### src/rtl/swrm_pkg.sv
package swrm_pkg;

    // Field widths
    localparam int BYTES_W    = 32;
    localparam int TIME_W     = 40;
    localparam int SUM_W      = 40;
    localparam int WIN_W      = 16;
    localparam int HELD_W     = 7;

    // sum * 1000 needs 10 more bits than the sum
    localparam int DIVIDEND_W = SUM_W + 10;
    localparam int ITER_W     = $clog2(DIVIDEND_W);

    // Defaults
    localparam int               FIFO_DEPTH_DEF = 64;
    localparam logic [WIN_W-1:0] WINDOW_RESET   = WIN_W'(5000);

    localparam logic [SUM_W-1:0]   SUM_MAX   = {SUM_W{1'b1}};
    localparam logic [BYTES_W-1:0] BYTES_MAX = {BYTES_W{1'b1}};

    // Input operation codes
    localparam logic OP_DATA   = 1'b0;
    localparam logic OP_UPDATE = 1'b1;

    // Sequencer states
    typedef enum logic [2:0] {
        ST_IDLE,
        ST_PUSH,
        ST_MERGE,
        ST_EXP_RD,
        ST_EXP_CHK,
        ST_RATE,
        ST_DIV
    } state_t;

    // Entry store control
    typedef struct packed {
        logic rd_en;
        logic wr_bytes;
        logic wr_time;
    } fifo_ctl_t;

endpackage

### src/rtl/swrm_fifo.sv
module swrm_fifo
    import swrm_pkg::*;
#(
    parameter int FIFO_DEPTH = FIFO_DEPTH_DEF,
    parameter int AW         = $clog2(FIFO_DEPTH)
)
(
    input  logic               clk,
    input  fifo_ctl_t          ctl,
    input  logic [AW-1:0]      wr_addr,
    input  logic [AW-1:0]      rd_addr,
    input  logic [BYTES_W-1:0] wr_bytes_data,
    input  logic [TIME_W-1:0]  wr_time_data,
    output logic [BYTES_W-1:0] rd_bytes,
    output logic [TIME_W-1:0]  rd_time
);

    logic [BYTES_W-1:0] bytes_mem [FIFO_DEPTH];
    logic [TIME_W-1:0]  time_mem  [FIFO_DEPTH];
    logic [BYTES_W-1:0] rd_bytes_reg;
    logic [TIME_W-1:0]  rd_time_reg;

    // Write port; byte count and stamp written separately for merges
    always_ff @(posedge clk)
    begin
        if (ctl.wr_bytes)
        begin
            bytes_mem[wr_addr] <= wr_bytes_data;
        end
        if (ctl.wr_time)
        begin
            time_mem[wr_addr] <= wr_time_data;
        end
    end

    // Registered read port
    always_ff @(posedge clk)
    begin
        if (ctl.rd_en)
        begin
            rd_bytes_reg <= bytes_mem[rd_addr];
            rd_time_reg  <= time_mem[rd_addr];
        end
    end

    assign rd_bytes = rd_bytes_reg;
    assign rd_time  = rd_time_reg;

endmodule

### config.mk
export PLATFORM = sky130hd
export DESIGN_NAME = swrm_fifo
export DESIGN_NICKNAME = d
export VERILOG_FILES = /design/src/rtl/swrm_pkg.sv /design/src/rtl/swrm_fifo.sv
export SDC_FILE = /design/constraint.sdc
export NUM_CORES = 2
export LEC_CHECK = 0
export BUFFER_PORTS_ARGS = -buffer_cell sky130_fd_sc_hd__buf_4
export CORE_MARGIN = 4
export CORE_UTILIZATION = 57
export DETAILED_ROUTE_END_ITERATION = 8
export HOLD_SLACK_MARGIN = 0.15
export PLACE_DENSITY = 0.76
export SKIP_CTS_REPAIR_TIMING = 1
export SLEW_MARGIN = 20
export SYNTH_ARGS = -nofsm -noshare
export SYNTH_HDL_FRONTEND = slang
export SYNTH_MEMORY_MAX_BITS = 65536
export SYNTH_SLANG_ARGS = --single-unit
### constraint.sdc
create_clock -name clk -period 3.8 [get_ports clk]
set_input_delay 0.38 -clock clk [delete_from_list [all_inputs] [get_ports clk]]
set_output_delay 0.38 -clock clk [all_outputs]
set_load 0.03 [all_outputs]
* Yosys cells after proc, flatten, opt, wreduce, memory -nomap -nowiden
Memory sizes are Yosys's and may differ from the RTL's. A register that Yosys moved wholly into a read port is not among the register bits.
Cells that the tools add are included.
** Storage, ports and cells
- Register bits :: 0
- RAM bits :: 4608
- Input port bits :: 88
- Output and inout bits :: 72
- Logic and storage cells :: 6
- Memories :: 2
** Operators by class
- Muxes and demuxes :: 4
** Memories
- time_mem :: words 64, width 40, read ports 1, clocked after Yosys merged registers in 1, wr ports 1, RTL line swrm_fifo.sv:19 : logic [TIME_W-1:0] time_mem [FIFO_DEPTH];
- bytes_mem :: words 64, width 32, read ports 1, clocked after Yosys merged registers in 1, wr ports 1, RTL line swrm_fifo.sv:18 : logic [BYTES_W-1:0] bytes_mem [FIFO_DEPTH];
** Operators with widths (count)
- 1-bit 2-to-1 mux :: 4

* Depth between registers and ports, before layout
- Word-level depth :: 2
- Depth in mapped cells :: 9
- Gate-level depth less buffers :: 5

* Worst setup path before layout
No wires, ideal clock.
- Path kind :: input-to-reg
- Start :: input wr_addr[1]
- End :: memory time_mem[42][0] (enable)
- Library setup time :: 0.438 ns
- Data arrival time :: 3.156 ns
- Slack :: 0.207 ns
- Stages on the path :: 6
- Cells stage by stage :: clkbuf_1 -> or3b_2 -> clkbuf_1 -> inv_1 -> nand2_1 -> nor2_1
** RTL lines
- start, declared :: RTL line swrm_fifo.sv:10 : input logic [AW-1:0] wr_addr,
- end, declared :: RTL line swrm_fifo.sv:19
No word-level cell before the write port.

==> impl_metrics.json <==
{
  "die_area_mm2": 0.320,
  "synth.yosys.seq_area_share_pct": 79.3,
  "cts-root-buf": "clkbuf_16",
  "r2r-end": "rd_time[32]$_DFFE_PP_",
  "layout-drive-gt1-share_pct": 28.9,
  "synth_mux_area_share_pct": 15.4,
  "ys_warn_count": 0,
  "die_w_um": 566,
  "num_vias": 89800,
  "finalSetupTns_ns": 0,
  "yosys-top-cells-count": "edfxtp_1, mux4_2, nand2_1",
  "avgSynthCellArea_um2": 23.0,
  "synth_top_flop_cell": "edfxtp_1",
  "regToRegSetupSlack_ns": 1.34,
  "pwr_density_cell_mw_per_mm2": 527,
  "yosys-top-cells-area": "edfxtp_1, mux4_2, mux2i_1",
  "hold_viol": 0,
  "synth_top_area_share_pct": 79.3,
  "final.period_utilization_pct": 72.3,
  "ir_worst_vdd_uv": 460,
  "synth_enable_flop_cells": 4680,
  "initial_core_util_pct": 57.3,
  "synth_top_family_by_area": "multiplexers",
  "grt_usage_pct": 30.2,
  "relSlewSlack_pct": 21.0,
  "setup_viol": 0,
  "power_w": 0.107,
  "async_flop_share_pct": 0,
  "wl_per_cell_um": 37.3,
  "drt_iter0_markers": 14700,
  "cp-end-kind": "flip-flop",
  "synthCells": 7689,
  "synth_cell_types": 37,
  "leakagePower_nw": 63.2,
  "overflow": 0,
  "rsz0062_at_grt": "no",
  "skew_ns": 0.0413,
  "max_freq_ghz": 0.364,
  "rr_worst_depth": 6,
  "startpoint_type": "primary input",
  "io_buffers": 159,
  "clockBufferDepth": 4,
  "synth_fa_ha_area_share_pct": 0,
  "crit_arrival_ns": 3.41,
  "maxCapViolCount": 0,
  "largest_reg_flops": 2560,
  "row_count": 204,
  "cp_max_fo": 47,
  "areaGrowthSynthToFinish_pct": 14.3,
  "grt_pass1_vias": 91100,
  "ant_nets": 0,
  "ys_ff_latch": 4680,
  "drcViolationCount": 0,
  "via_per_inst": 6.97,
  "wl_mm": 481,
  "fin_crit_ns": 2.75,
  "cts_tree": "yes",
  "syn_area_mm2": 0.177,
  "crit_end": "rd_bytes[1]$_DFFE_PP_",
  "fp.coreArea_mm2": 0.309,
  "gp_congestion": 0.827,
  "status": "finished clean",
  "yosysMostFrequentCell": "edfxtp_1",
  "clock_latency_ns": 0.96,
  "synthSimpleGateAreaFrac_pct": 2.21,
  "die_y_um": 566,
  "grt_max_degree": 77,
  "hpwl_mm": 257,
  "cts.sinks": 4680,
  "regToRegStartpoint": "time_mem[8][32]$_DFFE_PP_",
  "cts_made_buffers": 439,
  "worst_pin_slew_ns": 1.18,
  "worst-setup-path-type": "in -> reg",
  "synth_compound_area_share_pct": 1.77,
  "io_pins": 160,
  "first_pass_iters": 8,
  "final_max_slew_viol_count": 0,
  "synth_xor_area_share_pct": 0,
  "clkSlewWorstSetupHoldPaths_ns": 0.06,
  "yosysTopAreaCell": "edfxtp_1",
  "grt_antenna_before_repair": 34,
  "grt_pass1_wl_mm": 683,
  "cp-startpoint": "rd_addr[0]",
  "hp-class": "in -> reg",
  "nets": 8480,
  "crit_required_ns": 4.46,
  "syn_nets": 7777,
  "cts_max_level": 5
}
-- layout by cell type, fill, tap and decap left out, types with 99 or more instances in the layout --
| cell | n |
|---|---|
| edfxtp_1 | 4680 |
| mux4_2 | 1152 |
| buf_4 | 490 |
| clkbuf_16 | 447 |
| nand2_1 | 207 |
| nand3_1 | 191 |
| a22oi_1 | 144 |
| buf_12 | 136 |
| mux2i_1 | 134 |
| nor2_4 | 130 |
| clkbuf_1 | 109 |
| nand4_1 | 103 |
| clkinv_1 | 101 |
| o22ai_1 | 99 |
-- cell type report --
| class | instances | area, um^2 |
|---|---|---|
| antenna | 15 | 37.5 |
| clock buffer | 556 | 11600 |
| multi-input combinational | 2538 | 35400 |
| timing repair buffer | 702 | 7190 |
| clock inverter | 250 | 2480 |
| fill | 18400 | 107000 |
| tap | 4120 | 5150 |
| sequential | 4680 | 141000 |
| inverter | 31 | 116 |
-- layer usage --
| metal | GRT usage [%] | share of wire [%] |
|---|---|---|
| met1 | 40.2 | 33 |
| met5 | 0 | 0.010 |
| met3 | 6.49 | 12 |
| met2 | 48.0 | 48 |
| met4 | 15.5 | 6.0 |
-- metrics by stage --
step / cells / setup WS (ns) / instance area [um^2] / util (%) / hold WS [ns]
after global routing: 12900 / 1.01 / 202000 / 65.5 / 0.188
after CTS: 12800 / 1.13 / 202000 / 65.3 / -0.0955
after global placement: 12000 / 0.128 / 188000 / 60.7 / 0.843
after detailed placement: 12000 / 0.151 / 188000 / 60.7 / 0.837
final: 12900 / 1.05 / 202000 / 65.5 / 0.210
after floorplan: 7689 / 0.207 / 177000 / - / 0.479
-- critical path: stages --
cell and delay (ns):
buf_16 0.41, buf_12 0.33, buf_12 0.27, buf_12 0.22, mux4_2 0.52, a22oi_1 0.22
nand3_1 0.21, o21ai_1 0.68, nor2_1 0.13
-- power by group --
group	leakage, nW	total (W)	switching, W	internal (W)
Clock	6.87	0.0435	0.0187	0.0247
Combinational	14.2	0.00569	0.00362	0.00207
Sequential	42.2	0.0575	0.000261	0.0573
Total	63.2	0.107	0.0226	0.0841
-- worst min path at each step --
stage                           from                         end  depth (start not counted)
6_report                      ctl[0]  time_mem[26][35]$_DFFE_PP_                          4
5_1_grt                       ctl[2]      rd_bytes[19]$_DFFE_PP_                          1
4_1_cts              wr_time_data[0]   time_mem[52][0]$_DFFE_PP_                          1
3_5_place_dp   rd_time[25]$_DFFE_PP_                 rd_time[25]                          1
3_3_place_gp   rd_time[25]$_DFFE_PP_                 rd_time[25]                          1
2_1_floorplan       wr_bytes_data[0]   bytes_mem[0][0]$_DFFE_PP_                          0
-- cell families (layout without fill, tap and decap cells) --
family | after synthesis | after routing
multiplexers | 1287 | 1287
flip-flops | 4680 | 4680
buffers and inverters | 471 | 1539
AND/OR/NAND/NOR | 816 | 816
AO/OA/AOI/OAI | 435 | 435
other | 0 | 15
Note: power is estimated with default switching activity, not from simulation.
