`src/rtl/swrm_pkg.sv`:
```
package swrm_pkg;

    // Field widths
    localparam int BYTES_W    = 32;
    localparam int TIME_W     = 40;
    localparam int SUM_W      = 40;
    localparam int WIN_W      = 16;
    localparam int HELD_W     = 7;

    // sum * 1000 needs 10 more bits than the sum
    localparam int DIVIDEND_W = SUM_W + 10;
    localparam int ITER_W     = $clog2(DIVIDEND_W);

    // Defaults
    localparam int               FIFO_DEPTH_DEF = 64;
    localparam logic [WIN_W-1:0] WINDOW_RESET   = WIN_W'(5000);

    localparam logic [SUM_W-1:0]   SUM_MAX   = {SUM_W{1'b1}};
    localparam logic [BYTES_W-1:0] BYTES_MAX = {BYTES_W{1'b1}};

    // Input operation codes
    localparam logic OP_DATA   = 1'b0;
    localparam logic OP_UPDATE = 1'b1;

    // Sequencer states
    typedef enum logic [2:0] {
        ST_IDLE,
        ST_PUSH,
        ST_MERGE,
        ST_EXP_RD,
        ST_EXP_CHK,
        ST_RATE,
        ST_DIV
    } state_t;

    // Entry store control
    typedef struct packed {
        logic rd_en;
        logic wr_bytes;
        logic wr_time;
    } fifo_ctl_t;

endpackage

```
`src/rtl/swrm_div.sv`:
```
module swrm_div
    import swrm_pkg::*;
(
    input  logic                  clk,
    input  logic                  rst_n,
    input  logic                  start,
    input  logic [DIVIDEND_W-1:0] dividend,
    input  logic [WIN_W-1:0]      divisor,
    output logic                  done,
    output logic [DIVIDEND_W-1:0] quotient
);

    logic                  run_reg,  run_next;
    logic                  done_reg, done_next;
    logic [ITER_W-1:0]     cnt_reg,  cnt_next;
    logic [DIVIDEND_W-1:0] q_reg,    q_next;
    logic [WIN_W-1:0]      rem_reg,  rem_next;
    logic [WIN_W-1:0]      dvs_reg,  dvs_next;
    logic [WIN_W:0]        rem_sh;
    logic [WIN_W:0]        trial;
    logic                  fits;

    // One restoring step: shift in next dividend bit, try subtract
    assign rem_sh = {rem_reg, q_reg[DIVIDEND_W-1]};
    assign trial  = rem_sh - {1'b0, dvs_reg};
    assign fits   = (rem_sh >= {1'b0, dvs_reg});

    always_comb
    begin
        run_next  = run_reg;
        done_next = 1'b0;
        cnt_next  = cnt_reg;
        q_next    = q_reg;
        rem_next  = rem_reg;
        dvs_next  = dvs_reg;
        if (start)
        begin
            run_next = 1'b1;
            cnt_next = '0;
            q_next   = dividend;
            rem_next = '0;
            dvs_next = divisor;
        end
        else if (run_reg)
        begin
            q_next   = {q_reg[DIVIDEND_W-2:0], fits};
            rem_next = fits ? trial[WIN_W-1:0] : rem_sh[WIN_W-1:0];
            cnt_next = cnt_reg + 1'b1;
            if (cnt_reg == ITER_W'(DIVIDEND_W - 1))
            begin
                run_next  = 1'b0;
                done_next = 1'b1;
            end
        end
    end

    always_ff @(posedge clk or negedge rst_n)
    begin
        if (!rst_n)
        begin
            run_reg  <= 1'b0;
            done_reg <= 1'b0;
            cnt_reg  <= '0;
        end
        else
        begin
            run_reg  <= run_next;
            done_reg <= done_next;
            cnt_reg  <= cnt_next;
        end
    end

    // Datapath
    always_ff @(posedge clk)
    begin
        q_reg   <= q_next;
        rem_reg <= rem_next;
        dvs_reg <= dvs_next;
    end

    assign done     = done_reg;
    assign quotient = q_reg;

endmodule

```
`config.mk`:
```
export PLATFORM = sky130hd
export DESIGN_NAME = swrm_div
export DESIGN_NICKNAME = d
export VERILOG_FILES = /design/src/rtl/swrm_pkg.sv /design/src/rtl/swrm_div.sv
export SDC_FILE = /design/constraint.sdc
export NUM_CORES = 1
export LEC_CHECK = 0
export CAP_MARGIN = 20
export CORE_AREA = 3 3 92 94
export CTS_CLUSTER_DIAMETER = 100
export DETAILED_ROUTE_END_ITERATION = 7
export DIE_AREA = 0 0 95 97
export DONT_BUFFER_PORTS = 1
export GPL_TIMING_DRIVEN = 0
export PLACE_DENSITY_LB_ADDON = 0.3
export SLEW_MARGIN = 0
export SYNTH_ARGS = -nofsm -noshare
export SYNTH_HDL_FRONTEND = slang
export SYNTH_SLANG_ARGS = --single-unit
```
`constraint.sdc`:
```
create_clock -name clk -period 3 [get_ports clk]
set_input_delay 0.15 -clock clk [delete_from_list [all_inputs] [get_ports clk]]
set_output_delay 0.15 -clock clk [all_outputs]
set_load 0.01 [all_outputs]
```
Yosys cells after proc, flatten, opt, wreduce, memory -nomap -nowiden
Cells that the tools add are included.
W data, S select, Z words.
{"block": "totals", "regBits": 90, "latchBits": 0, "mem_bits_rw": 0, "rom_bits": 0, "elab_cells": 22, "n_memories": 0}
{"block": "classes", "add_sub_neg": 2, "n_mul": 0, "div_mod_pow": 0, "order_cmp": 1, "eq_ne": 1, "n_shift": 0, "mux": 11, "n_bitwise": 0, "n_reduce_logical": 1}
{"op": "$mux W50", "n": 2}
{"op": "$ge A17 B16 Y1", "n": 1}
{"op": "$mux W16", "n": 1}
{"op": "$sub A16 B16 Y16", "n": 1}
{"op": "$mux W6", "n": 2}
{"op": "$add A6 B1 Y6 const B", "n": 1}
{"op": "$eq A6 B6 Y1 const B", "n": 1}
{"op": "$mux W1", "n": 6}
{"op": "$reduce_bool A2 Y1", "n": 1}

Longest topological paths before layout
Gate-level depths: netlist of run 1.
{"block": "logic_depth", "word_depth": 4, "ltp_mapped": 10, "mapped_depth_nobuf": 9}

Least setup slack after synthesis of run 1
No wires, ideal clock.
{"block": "synth_path", "kind": "reg2reg", "from": "reg run_reg", "to": "reg q_reg[0], in the netlist quotient[0] (enable)", "t_arrival_ps": 1929, "required_time_ps": 2596, "slack_ps": 667, "stages_incl_launch_ff": 5, "path_buffers": 2, "synth_period_minus_slack_ps": 2333, "path_cell_list": "dfrtp_1 -> clkbuf_1 -> nor2_1 -> clkbuf_1 -> inv_1"}
{"block": "synth_via", "elab_chain_len": 1}
{"item": "start, declared", "line_no": "swrm_div.sv:13", "text": "logic run_reg, run_next;"}
{"item": "start signal, assigned", "line_no": "swrm_div.sv:67", "text": "run_reg <= run_next;"}
{"item": "$reduce_bool A2 Y1 (no source line)"}
{"item": "end signal, assigned", "line_no": "swrm_div.sv:76", "text": "q_reg <= q_next;"}
{"item": "end, declared", "line_no": "swrm_div.sv:16", "text": "logic [DIVIDEND_W-1:0] q_reg, q_next;"}
Every way passes these cells.
A chain may end at the register's enable or synchronous reset.

Final worst setup path of run 1
{"block": "layout_path", "from": "reg q_reg[49], in the netlist quotient[49]", "to": "reg rem_reg[9]"}
{"block": "layout_via", "elab_chain_len": 2, "word_cells_on_any_way": 3}
{"item": "$sub A16 B16 Y16 or $ge A17 B16 Y1 (tied branches)", "line_no": "swrm_div.sv:25, swrm_div.sv:26"}
{"item": "$mux W16 (*)", "line_no": "swrm_div.sv:47", "text": "rem_next = fits ? trial[WIN_W-1:0] : rem_sh[WIN_W-1:0];"}
{"item": "end signal, assigned", "line_no": "swrm_div.sv:77", "text": "rem_reg <= rem_next;"}
{"item": "end, declared", "line_no": "swrm_div.sv:17", "text": "logic [WIN_W-1:0] rem_reg, rem_next;"}
Every way passes the cells marked *; elsewhere a longest branch is shown, timed or not.

==> metrics.yaml, run 1 <==
status:
  run_status: "complete, no violations"
synth:
  number_of_flops_mapped_to_enable_cells_by_yosys: 66
  syn-cell-area_mm2: 0.00460
  synth.avg_cell_area_um2: 12.2
  ys_warn_count: 0
  yosys_most_used_dff: "sky130_fd_sc_hd__edfxtp_1"
  postSynth.asyncResetShare: 0.0889
  synth-compound-area-share: 0.115
  synth_fa_ha_area_frac: 0.0534
  synth_top_family_by_area: "multiplexers"
  synthesis.nets: 465
  yosys.cell_types.count: 54
  synth_seq_cells: 90
  yosysSeqAreaShare: 0.545
  synth_simple_gate_area_frac: 0.0937
  synthXorXnorAreaFrac: 0.0229
  synthesis.instances: 377
  synth.area.mux_share: 0.136
detailed_routing:
  drcViolationCount: 0
  totalWireLength_um: 11000
  routedWlPerCell_um: 20.5
  vias: 3245
  antenna_violating_nets_post_route: 0
  drtIter0Drc: 210
  vias_per_cell: 6.03
  drt_pass1_iterations: 5
power:
  power.switching_uw: 732
  portion_of_total_power_attributed_to_the_clock_network: 0.311
  totalPowerFinal_mw: 2.68
  switching_share: 0.273
  peak_supply_drop_mv: 0.372
  cellLeakagePower_nw: 2.11
  power.sequential.fraction: 0.576
  power-per-cell-area_mw_per_mm2: 501
  power.combinational.fraction: 0.113
  cellInternalPower_mw: 1.95
worst_setup_path:
  cp_cell_sequence: "inv_1 > ha_1 > nand2b_1 > a21oi_1 > o211ai_1 > a31oi_2 > buf_4 > nand3_1 > a311oi_1"
  r2r-start: "quotient[49]"
  cp_max_stage_delay_ns: 0.49
  cp-startpoint: "quotient[49]"
  cp.required_ns: 3.27
  crit_path_top_delay_cell: "sky130_fd_sc_hd__a31oi_2"
  crit_type: "reg -> reg"
  critical_path_peak_fanout: 10
  worst_setup_path_start_kind: "register"
  endpoint_kind: "register"
  crit_arrival_ns: 2.89
clock_network:
  insertion_delay_ns: 0.36
  cts.sink_count: 90
  cts_made_buffers: 9
  postCtsSetupBuffers: 0
  tritoncts_clock_tree: "yes"
  quantity_of_gates_resized_following_cts: 0
  clock_slew_at_the_register_clock_pins_of_the_worst_setup_and_hold_paths_ns: 0.10
  clock_path_buffers: 2
  clock_tree.htree_level_count: 3
  cts_root_cell: "sky130_fd_sc_hd__clkbuf_8"
timing:
  relSlewSlack: 0.409
  grt_setup_unrepaired: "no"
  final_min_period_over_clock_period: 0.874
  fin_skew_ns: 0.0111
  fin_worst_hold_slack_ns: 0.0124
  setup_viol: 0
  clock.fmax_mhz: 381
  timing_worst_slew_pin_value_ns: 0.883
  finalMaxSlewViolations: 0
  timing.final.crit_period_ns: 2.62
  final_hold_viol_count: 0
  setup_tns_ns: 0
floorplanning:
  fp.dieW_um: 95
  rows: 32
  initial_util: 0.595
  floorplan.io_pins: 120
  core_region_area_mm2: 0.00773
  fp.dieH_um: 97
  die_area_mm2: 0.00922
finish:
  most-common-layout-cells: "sky130_fd_sc_hd__edfxtp_1, sky130_fd_sc_hd__mux2_2, sky130_fd_sc_hd__dlygate4sd3_1"
  layout-drive-gt1-share: 0.177
  finish.net_count: 519
  mostFrequentLayoutCell: "sky130_fd_sc_hd__edfxtp_1"
  largest_reg_flops: 50
  number_of_diodes: 0
  layoutNonFillerInstCount: 538
  area_delta_synth_final_pct: 16.6
  final_core_utilization: 0.693
placement:
  placed_cell_count: 480
  hpwl_um: 7040
  gp_routability_congestion: 0.918
  io_buffers: 0
grt:
  grt_first_pass_wirelength_um: 17400
  grt_max_degree: 36
  globalRouteOverflowTotal: 0
  initial_antenna_violation_count: 1
  grt_util_all_layers: 0.244
  first_global_vias: 3319
worst_hold_path:
  hp-start: "dividend[43]"
  hp-class: "in -> reg"
run:
  max-cap-violations: 0
cell usage after synthesis, types with 2 or more instances:
library cell,number,area share
sky130_fd_sc_hd__a311oi_1,4,0.0076
sky130_fd_sc_hd__and2_1,3,0.0041
sky130_fd_sc_hd__edfxtp_1,66,0.43
sky130_fd_sc_hd__a211oi_1,4,0.0065
sky130_fd_sc_hd__o21a_1,3,0.0049
sky130_fd_sc_hd__nand3_1,4,0.0044
sky130_fd_sc_hd__o221ai_1,5,0.0095
sky130_fd_sc_hd__nor2_1,22,0.018
sky130_fd_sc_hd__xor2_1,6,0.011
sky130_fd_sc_hd__nor3b_1,2,0.0033
sky130_fd_sc_hd__nor2b_1,3,0.0041
sky130_fd_sc_hd__ha_1,18,0.049
sky130_fd_sc_hd__and3_1,3,0.0041
sky130_fd_sc_hd__mux2_2,51,0.12
sky130_fd_sc_hd__o211ai_1,2,0.0033
sky130_fd_sc_hd__nand4_1,4,0.0054
sky130_fd_sc_hd__buf_6,2,0.0049
sky130_fd_sc_hd__dfxtp_1,16,0.070
sky130_fd_sc_hd__inv_1,22,0.018
sky130_fd_sc_hd__clkbuf_1,5,0.0041
sky130_fd_sc_hd__nand2b_1,7,0.0095
sky130_fd_sc_hd__xnor2_1,6,0.011
sky130_fd_sc_hd__or3_1,5,0.0068
sky130_fd_sc_hd__a31oi_1,2,0.0027
sky130_fd_sc_hd__nand2_1,28,0.023
sky130_fd_sc_hd__nor3_1,2,0.0022
sky130_fd_sc_hd__and4_1,3,0.0057
sky130_fd_sc_hd__o21ai_0,17,0.019
sky130_fd_sc_hd__a21oi_1,13,0.014
sky130_fd_sc_hd__mux2i_1,5,0.011
sky130_fd_sc_hd__buf_1,7,0.0057
sky130_fd_sc_hd__dfrtp_1,8,0.044
sky130_fd_sc_hd__a21o_1,8,0.013
through the flow:
step                setup WS (ns)  cell area (um^2)
floorplan                   0.667              4600
CTS                         0.394              5330
finish                      0.378              5360
global placement          -0.0643              4720
detailed placement          0.439              4740
global route               0.0835              5360
path summary, 6_finish.rpt:
check,endpoint,slack (ns),depth (start not counted)
min reg2reg,rem_reg[15],0.48,2
min in group asynchronous,cnt_reg[5],0.12,1
max in group asynchronous,cnt_reg[1],2.61,1
max,rem_reg[9],0.38,9
min,quotient[43],0.01,1
max reg2reg,rem_reg[9],0.38,9
cell type report:
| type | count | area, um^2 |
|---|---|---|
| Buffer | 15 | 75.1 |
| Clock buffer | 10 | 138 |
| Clock inverter | 6 | 57.6 |
| Fill cell | 546 | 2370 |
| Inverter | 22 | 82.6 |
| Multi-Input combinational cell | 250 | 1940 |
| Sequential cell | 90 | 2500 |
| Tap cell | 102 | 128 |
| Timing Repair Buffer | 43 | 440 |
power groups by stage:
stage | Combinational, mW | Sequential (mW) | Clock, mW
5_1_grt | 0.331 | 1.56 | 0.889
6_report | 0.303 | 1.55 | 0.834
4_1_cts | 0.290 | 1.55 | 0.836
3_5_place_dp | 0.241 | 1.57 | 0
2_1_floorplan | 0.202 | 1.55 | 0
3_3_place_gp | 0.233 | 1.57 | 0
worst max-delay path, delay by kind of cell, from the launching register on:
family                     cells  cell delay, ns
adders and majority gates      1            0.22
DFF                            1            0.44
buffers and inverters          2            0.37
and+or+nand+nor                2            0.28
AOI/OAI and AO/OA              4            1.21
metal layers:
metal,vias up,routed length [um],track usage
met1,1556,4330,0.310
met4,2,187,0.0788
met3,17,1030,0.0801
met2,155,5450,0.392
met5,-,13,0
li1,1515,-,-
what timing repair did:
| action | 4_1_cts | 5_1_grt |
|---|---|---|
| hold endpoints to repair | 61 | 3 |
| hold buffers | 39 | 3 |
| endpoints found under the setup margin | 0 | 0 |
cells by family after synthesis:
logic type,count (synthesis)
flip-flops,90
AND/OR/NAND/NOR,88
AO/OA/AOI/OAI,75
multiplexers,56
buffers and inverters,37
adder cells (fa/ha/maj),19
XOR/XNOR,12
Note: power is estimated with default switching activity, not from simulation.
==> inputs of run 2 (changes only) <==
==> constraint.sdc (replaced) <==
create_clock -name clk -period 3 [get_ports clk]
set_input_delay 0.3 -clock clk [delete_from_list [all_inputs] [get_ports clk]]
set_output_delay 0.3 -clock clk [all_outputs]
set_load 0.01 [all_outputs]
==> metrics.yaml, run 2 (synthesis gave the netlist of run 1 again) <==
status:
  run_status: "complete, no violations"
worst_setup_path:
  crit_type: "reg -> reg"
  critical_path_peak_fanout: 10
  cp_cell_sequence: "inv_1 > ha_1 > o211ai_1 > a21oi_1 > o211ai_1 > a31oi_2 > buf_4 > nand3_1 > a311oi_1"
  critical_path_depth_in_cells: 9
  crit_arrival_ns: 2.86
  worst_r2r_path_depth: 9
  critical_path.most_common_cell: "sky130_fd_sc_hd__o211ai_1"
  cp-startpoint: "dvs_reg[4]"
  worst_setup_path_start_kind: "register"
  cp.required_ns: 3.26
  crit_path_top_delay_cell: "sky130_fd_sc_hd__a31oi_2"
  reg2reg_to: "rem_reg[9]"
  worst-r2r-setup-slack_ns: 0.40
  endpoint_kind: "register"
  critical_path_buf_inv_count: 2
  critical_path.top_delay_family: "compound AO/OA/AOI/OAI gates"
  r2r-start: "dvs_reg[4]"
  cp_max_stage_delay_ns: 0.49
finish:
  filler_cell_count: 596
  most-common-layout-cells: "sky130_fd_sc_hd__edfxtp_1, sky130_fd_sc_hd__mux2_2, sky130_fd_sc_hd__nand2_1"
  largest_reg_flops: 50
  area_delta_synth_final_pct: 7.68
  number_of_diodes: 0
  mostFrequentLayoutCell: "sky130_fd_sc_hd__edfxtp_1"
  finish.net_count: 478
  layout-drive-gt1-share: 0.195
floorplanning:
  floorplan.io_pins: 120
  core_region_area_mm2: 0.00773
  initial_util: 0.595
  fp.dieH_um: 97
  rows: 32
  die_area_mm2: 0.00922
  fp.dieW_um: 95
clock_network:
  clock_slew_at_the_register_clock_pins_of_the_worst_setup_and_hold_paths_ns: 0.10
  cts_made_buffers: 9
  tritoncts_clock_tree: "yes"
  clock_path_buffers: 2
  cts.sink_count: 90
  insertion_delay_ns: 0.36
  clock_tree.htree_level_count: 3
  postCtsSetupBuffers: 0
  cts_root_cell: "sky130_fd_sc_hd__clkbuf_8"
placement:
  dp_worst_setup_slack_ns: 0.439
  hpwl_um: 7040
  gp_routability_congestion: 0.918
  io_buffers: 0
grt:
  globalRouteMet1Util: 0.280
  grt_util_met2: 0.349
  grt_most_used_layer: "met2"
  first_global_vias: 3121
  grt_first_pass_wirelength_um: 15900
  grt_max_degree: 36
  gr-usage-met3: 0.0778
  grt_util_all_layers: 0.221
  initial_antenna_violation_count: 0
  globalRouteOverflowTotal: 0
timing:
  final_min_period_over_clock_period: 0.868
  finalMaxSlewViolations: 0
  fin_skew_ns: 0.0209
  timing_worst_slew_pin_value_ns: 0.562
  final_hold_viol_count: 0
  setup_viol: 0
  grt_setup_unrepaired: "no"
  relSlewSlack: 0.626
  finalWorstSetupSlack_ns: 0.396
  timing.final.crit_period_ns: 2.60
  clock.fmax_mhz: 384
worst_hold_path:
  hp-start: "divisor[5]"
  holdPathEnd: "dvs_reg[5]"
  hp-class: "in -> reg"
  worstHoldPathCells: 0
detailed_routing:
  vias_per_cell: 6.14
  drt_pass1_iterations: 4
  routedWlPerCell_um: 19.5
  vias: 3050
  totalWireLength_um: 9670
  drcViolationCount: 0
  antenna_violating_nets_post_route: 0
  drtIter0Drc: 205
power:
  power.switching_uw: 693
  power-per-cell-area_mw_per_mm2: 527
  totalPowerFinal_mw: 2.61
  peak_supply_drop_mv: 0.354
  power.sequential.fraction: 0.591
  switching_share: 0.266
  power.combinational.fraction: 0.094
  cellInternalPower_mw: 1.92
  portion_of_total_power_attributed_to_the_clock_network: 0.314
  cellLeakagePower_nw: 1.93
run:
  max-cap-violations: 0
[run 2: cell count changes in the layout (fill, tap and decap cells not counted), sizes merged]
cell         before  now
dlygate4sd3      42    1
[run 2: through the flow]
stage	utilization	cell area, um^2	cells	TNS (ns)	hold WS [ns]
after global placement	0.611	4720	479	-3.10	0.00462
after global routing	0.640	4950	497	0	0.0103
after floorplan	-	4600	377	0	0.00441
final	0.640	4950	497	0	0.0298
after CTS	0.640	4950	497	0	0.0171
after detailed placement	0.614	4740	480	0	0.00459
[run 2: worst reg2reg max path, stage by stage (launching register included)]
cell and delay [ns]:
sky130_fd_sc_hd__edfxtp_1 0.34, sky130_fd_sc_hd__inv_1 0.05, sky130_fd_sc_hd__ha_1 0.40, sky130_fd_sc_hd__o211ai_1 0.14
sky130_fd_sc_hd__a21oi_1 0.26, sky130_fd_sc_hd__o211ai_1 0.17, sky130_fd_sc_hd__a31oi_2 0.49, sky130_fd_sc_hd__buf_4 0.28
sky130_fd_sc_hd__nand3_1 0.09, sky130_fd_sc_hd__a311oi_1 0.28
[run 2: how the worst max path moves through the flow]
| stage | end | slack [ns] |
|---|---|---|
| 3_5_place_dp | rem_reg[9] | 0.44 |
| 2_1_floorplan | quotient[0] | 0.67 |
| 5_1_grt | rem_reg[9] | 0.08 |
| 6_report | rem_reg[9] | 0.40 |
| 3_3_place_gp | quotient[33] | -0.06 |
| 4_1_cts | rem_reg[9] | 0.39 |
[run 2: what timing repair did]
action,in CTS,in global routing
hold buffers,1,0
resized for setup,0,0
hold endpoints to repair,8,0
[run 2: area by class of cell]
| class | instances | area, um^2 | area share |
|---|---|---|---|
| Sequential cell | 90 | 2500 | 0.506 |
| Buffer | 15 | 75.1 | 0.0152 |
| Timing Repair Buffer | 2 | 30.0 | 0.00607 |
| Tap cell | 102 | 128 | 0.0258 |
| Multi-Input combinational cell | 250 | 1940 | 0.391 |
| Inverter | 22 | 82.6 | 0.0167 |
| Clock buffer | 10 | 138 | 0.0278 |
| Clock inverter | 6 | 57.6 | 0.0116 |
[run 2: power groups by stage]
stage / combinational (mW) / sequential [mW] / clock (mW)
3_3_place_gp: 0.233 / 1.57 / 0
6_report: 0.246 / 1.54 / 0.820
4_1_cts: 0.246 / 1.55 / 0.836
3_5_place_dp: 0.241 / 1.57 / 0
2_1_floorplan: 0.202 / 1.55 / 0
5_1_grt: 0.273 / 1.56 / 0.881
[run 2: layer usage]
metal | up-vias | share of wire
li1 | 1433 | -
met3 | 14 | 0.093
met2 | 131 | 0.49
met4 | 0 | 0.017
met1 | 1472 | 0.40
met5 | - | 0
==> inputs of run 3 (changes only) <==
CORE_AREA = 2 2 91 93   (was 3 3 92 94)
DIE_AREA = 0 0 93 95   (was 0 0 95 97)
==> metrics.yaml, run 3 (synthesis gave the netlist of run 1 again) <==
clock_network:
  postCtsSetupBuffers: 0
  clock_path_buffers: 2
  clock_tree.htree_level_count: 3
  tritoncts_clock_tree: "yes"
  cts.sink_count: 90
  insertion_delay_ns: 0.37
  cts_root_cell: "sky130_fd_sc_hd__clkbuf_8"
  quantity_of_gates_resized_following_cts: 0
  clock_slew_at_the_register_clock_pins_of_the_worst_setup_and_hold_paths_ns: 0.10
  cts_hold_repair.buffers: 1
  cts_made_buffers: 9
detailed_routing:
  drtIter0Drc: 217
  routedWlPerCell_um: 19.2
  vias_per_cell: 6.00
  vias: 2999
  drcViolationCount: 0
  antenna_violating_nets_post_route: 0
  totalWireLength_um: 9620
  drt_pass1_iterations: 4
floorplanning:
  core_region_area_mm2: 0.00793
  fp.dieH_um: 95
  rows: 33
  floorplan.io_pins: 120
  die_area_mm2: 0.00884
  fp.dieW_um: 93
  initial_util: 0.580
finish:
  number_of_diodes: 0
  mostFrequentLayoutCell: "sky130_fd_sc_hd__edfxtp_1"
  layoutNonFillerInstCount: 500
  final_cell_area_mm2: 0.00495
  finish.net_count: 478
  most-common-layout-cells: "sky130_fd_sc_hd__edfxtp_1, sky130_fd_sc_hd__mux2_2, sky130_fd_sc_hd__nand2_1"
  final_core_utilization: 0.625
  layout-drive-gt1-share: 0.195
  area_delta_synth_final_pct: 7.73
  largest_reg_flops: 50
power:
  power-per-cell-area_mw_per_mm2: 525
  totalPowerFinal_mw: 2.60
  peak_supply_drop_mv: 0.382
  cellLeakagePower_nw: 1.93
grt:
  grt_first_pass_wirelength_um: 15200
  grt_max_degree: 39
  globalRouteOverflowTotal: 0
  first_global_vias: 3037
  grt_util_all_layers: 0.223
  initial_antenna_violation_count: 0
placement:
  placed_cell_count: 483
  io_buffers: 0
  gp_routability_congestion: 0.936
  hpwl_um: 6950
  dpl-instance-area_mm2: 0.00475
timing:
  timing_worst_slew_pin_value_ns: 0.554
  relSlewSlack: 0.631
  clock.fmax_mhz: 373
  final_min_period_over_clock_period: 0.894
  final_hold_viol_count: 0
  timing.final.crit_period_ns: 2.68
  setup_viol: 0
  grt_setup_unrepaired: "no"
  finalMaxSlewViolations: 0
  fin_skew_ns: 0.0135
  fin_worst_hold_slack_ns: 0.0240
worst_setup_path:
  worst_setup_path_start_kind: "register"
  cp.required_ns: 3.26
  crit_type: "reg -> reg"
  crit_arrival_ns: 2.94
  critical_path_peak_fanout: 10
  endpoint_kind: "register"
status:
  run_status: "complete, no violations"
run:
  max-cap-violations: 0
worst_hold_path:
  hp-class: "in -> reg"
-- run 3: area by class of cell --
cell class                 count  area (um^2)
tap                          105          131
clock inverter                 7         70.1
sequential                    90         2500
fill                         645         2980
multi-input combinational    250         1940
timing repair buffer           2         30.0
inverter                      22         82.6
buffer                        15         75.1
clock buffer                   9          124
-- run 3: worst paths after layout --
path	from	slack, ns	endpoint	cells past startpoint
worst max-delay path	dvs_reg[4]	0.32	rem_reg[10]	9
worst min-delay path	divisor[9]	0.02	dvs_reg[9]	0
worst max register to register	dvs_reg[4]	0.32	rem_reg[10]	9
worst min register to register	rem_reg[3]	0.49	rem_reg[3]	2
max in group asynchronous	rst_n	2.48	cnt_reg[5]	1
min in group asynchronous	rst_n	0.26	cnt_reg[2]	1
-- run 3: worst max-delay path, stage by stage (launching register included) --
cell                       delay (ns)
sky130_fd_sc_hd__edfxtp_1        0.34
sky130_fd_sc_hd__inv_1           0.06
sky130_fd_sc_hd__ha_1            0.40
sky130_fd_sc_hd__o211ai_1        0.15
sky130_fd_sc_hd__a21oi_1         0.28
sky130_fd_sc_hd__o211ai_1        0.17
sky130_fd_sc_hd__a31oi_2         0.48
sky130_fd_sc_hd__buf_4           0.28
sky130_fd_sc_hd__nand3_1         0.08
sky130_fd_sc_hd__a311oi_1        0.32
-- run 3: routing by layer --
layer / wire length (um) / track usage / up-vias
li1: - / - / 1437
met1: 3960 / 0.268 / 1447
met2: 4780 / 0.378 / 107
met3: 786 / 0.0846 / 8
met4: 89 / 0.0600 / 0
met5: 0 / 0 / -
-- run 3: stage by stage --
stage,TNS (ns),setup slack [ns]
final,0,0.318
after global routing,0,0.146
after CTS,0,0.342
after detailed placement,0,0.385
after global placement,-5.50,-0.113
after floorplan,0,0.667
-- run 3: power by group --
part | internal [mW] | switching [mW] | total (mW)
registers | 1.45 | 0.0967 | 1.54
clock network | 0.324 | 0.485 | 0.809
logic | 0.126 | 0.123 | 0.249
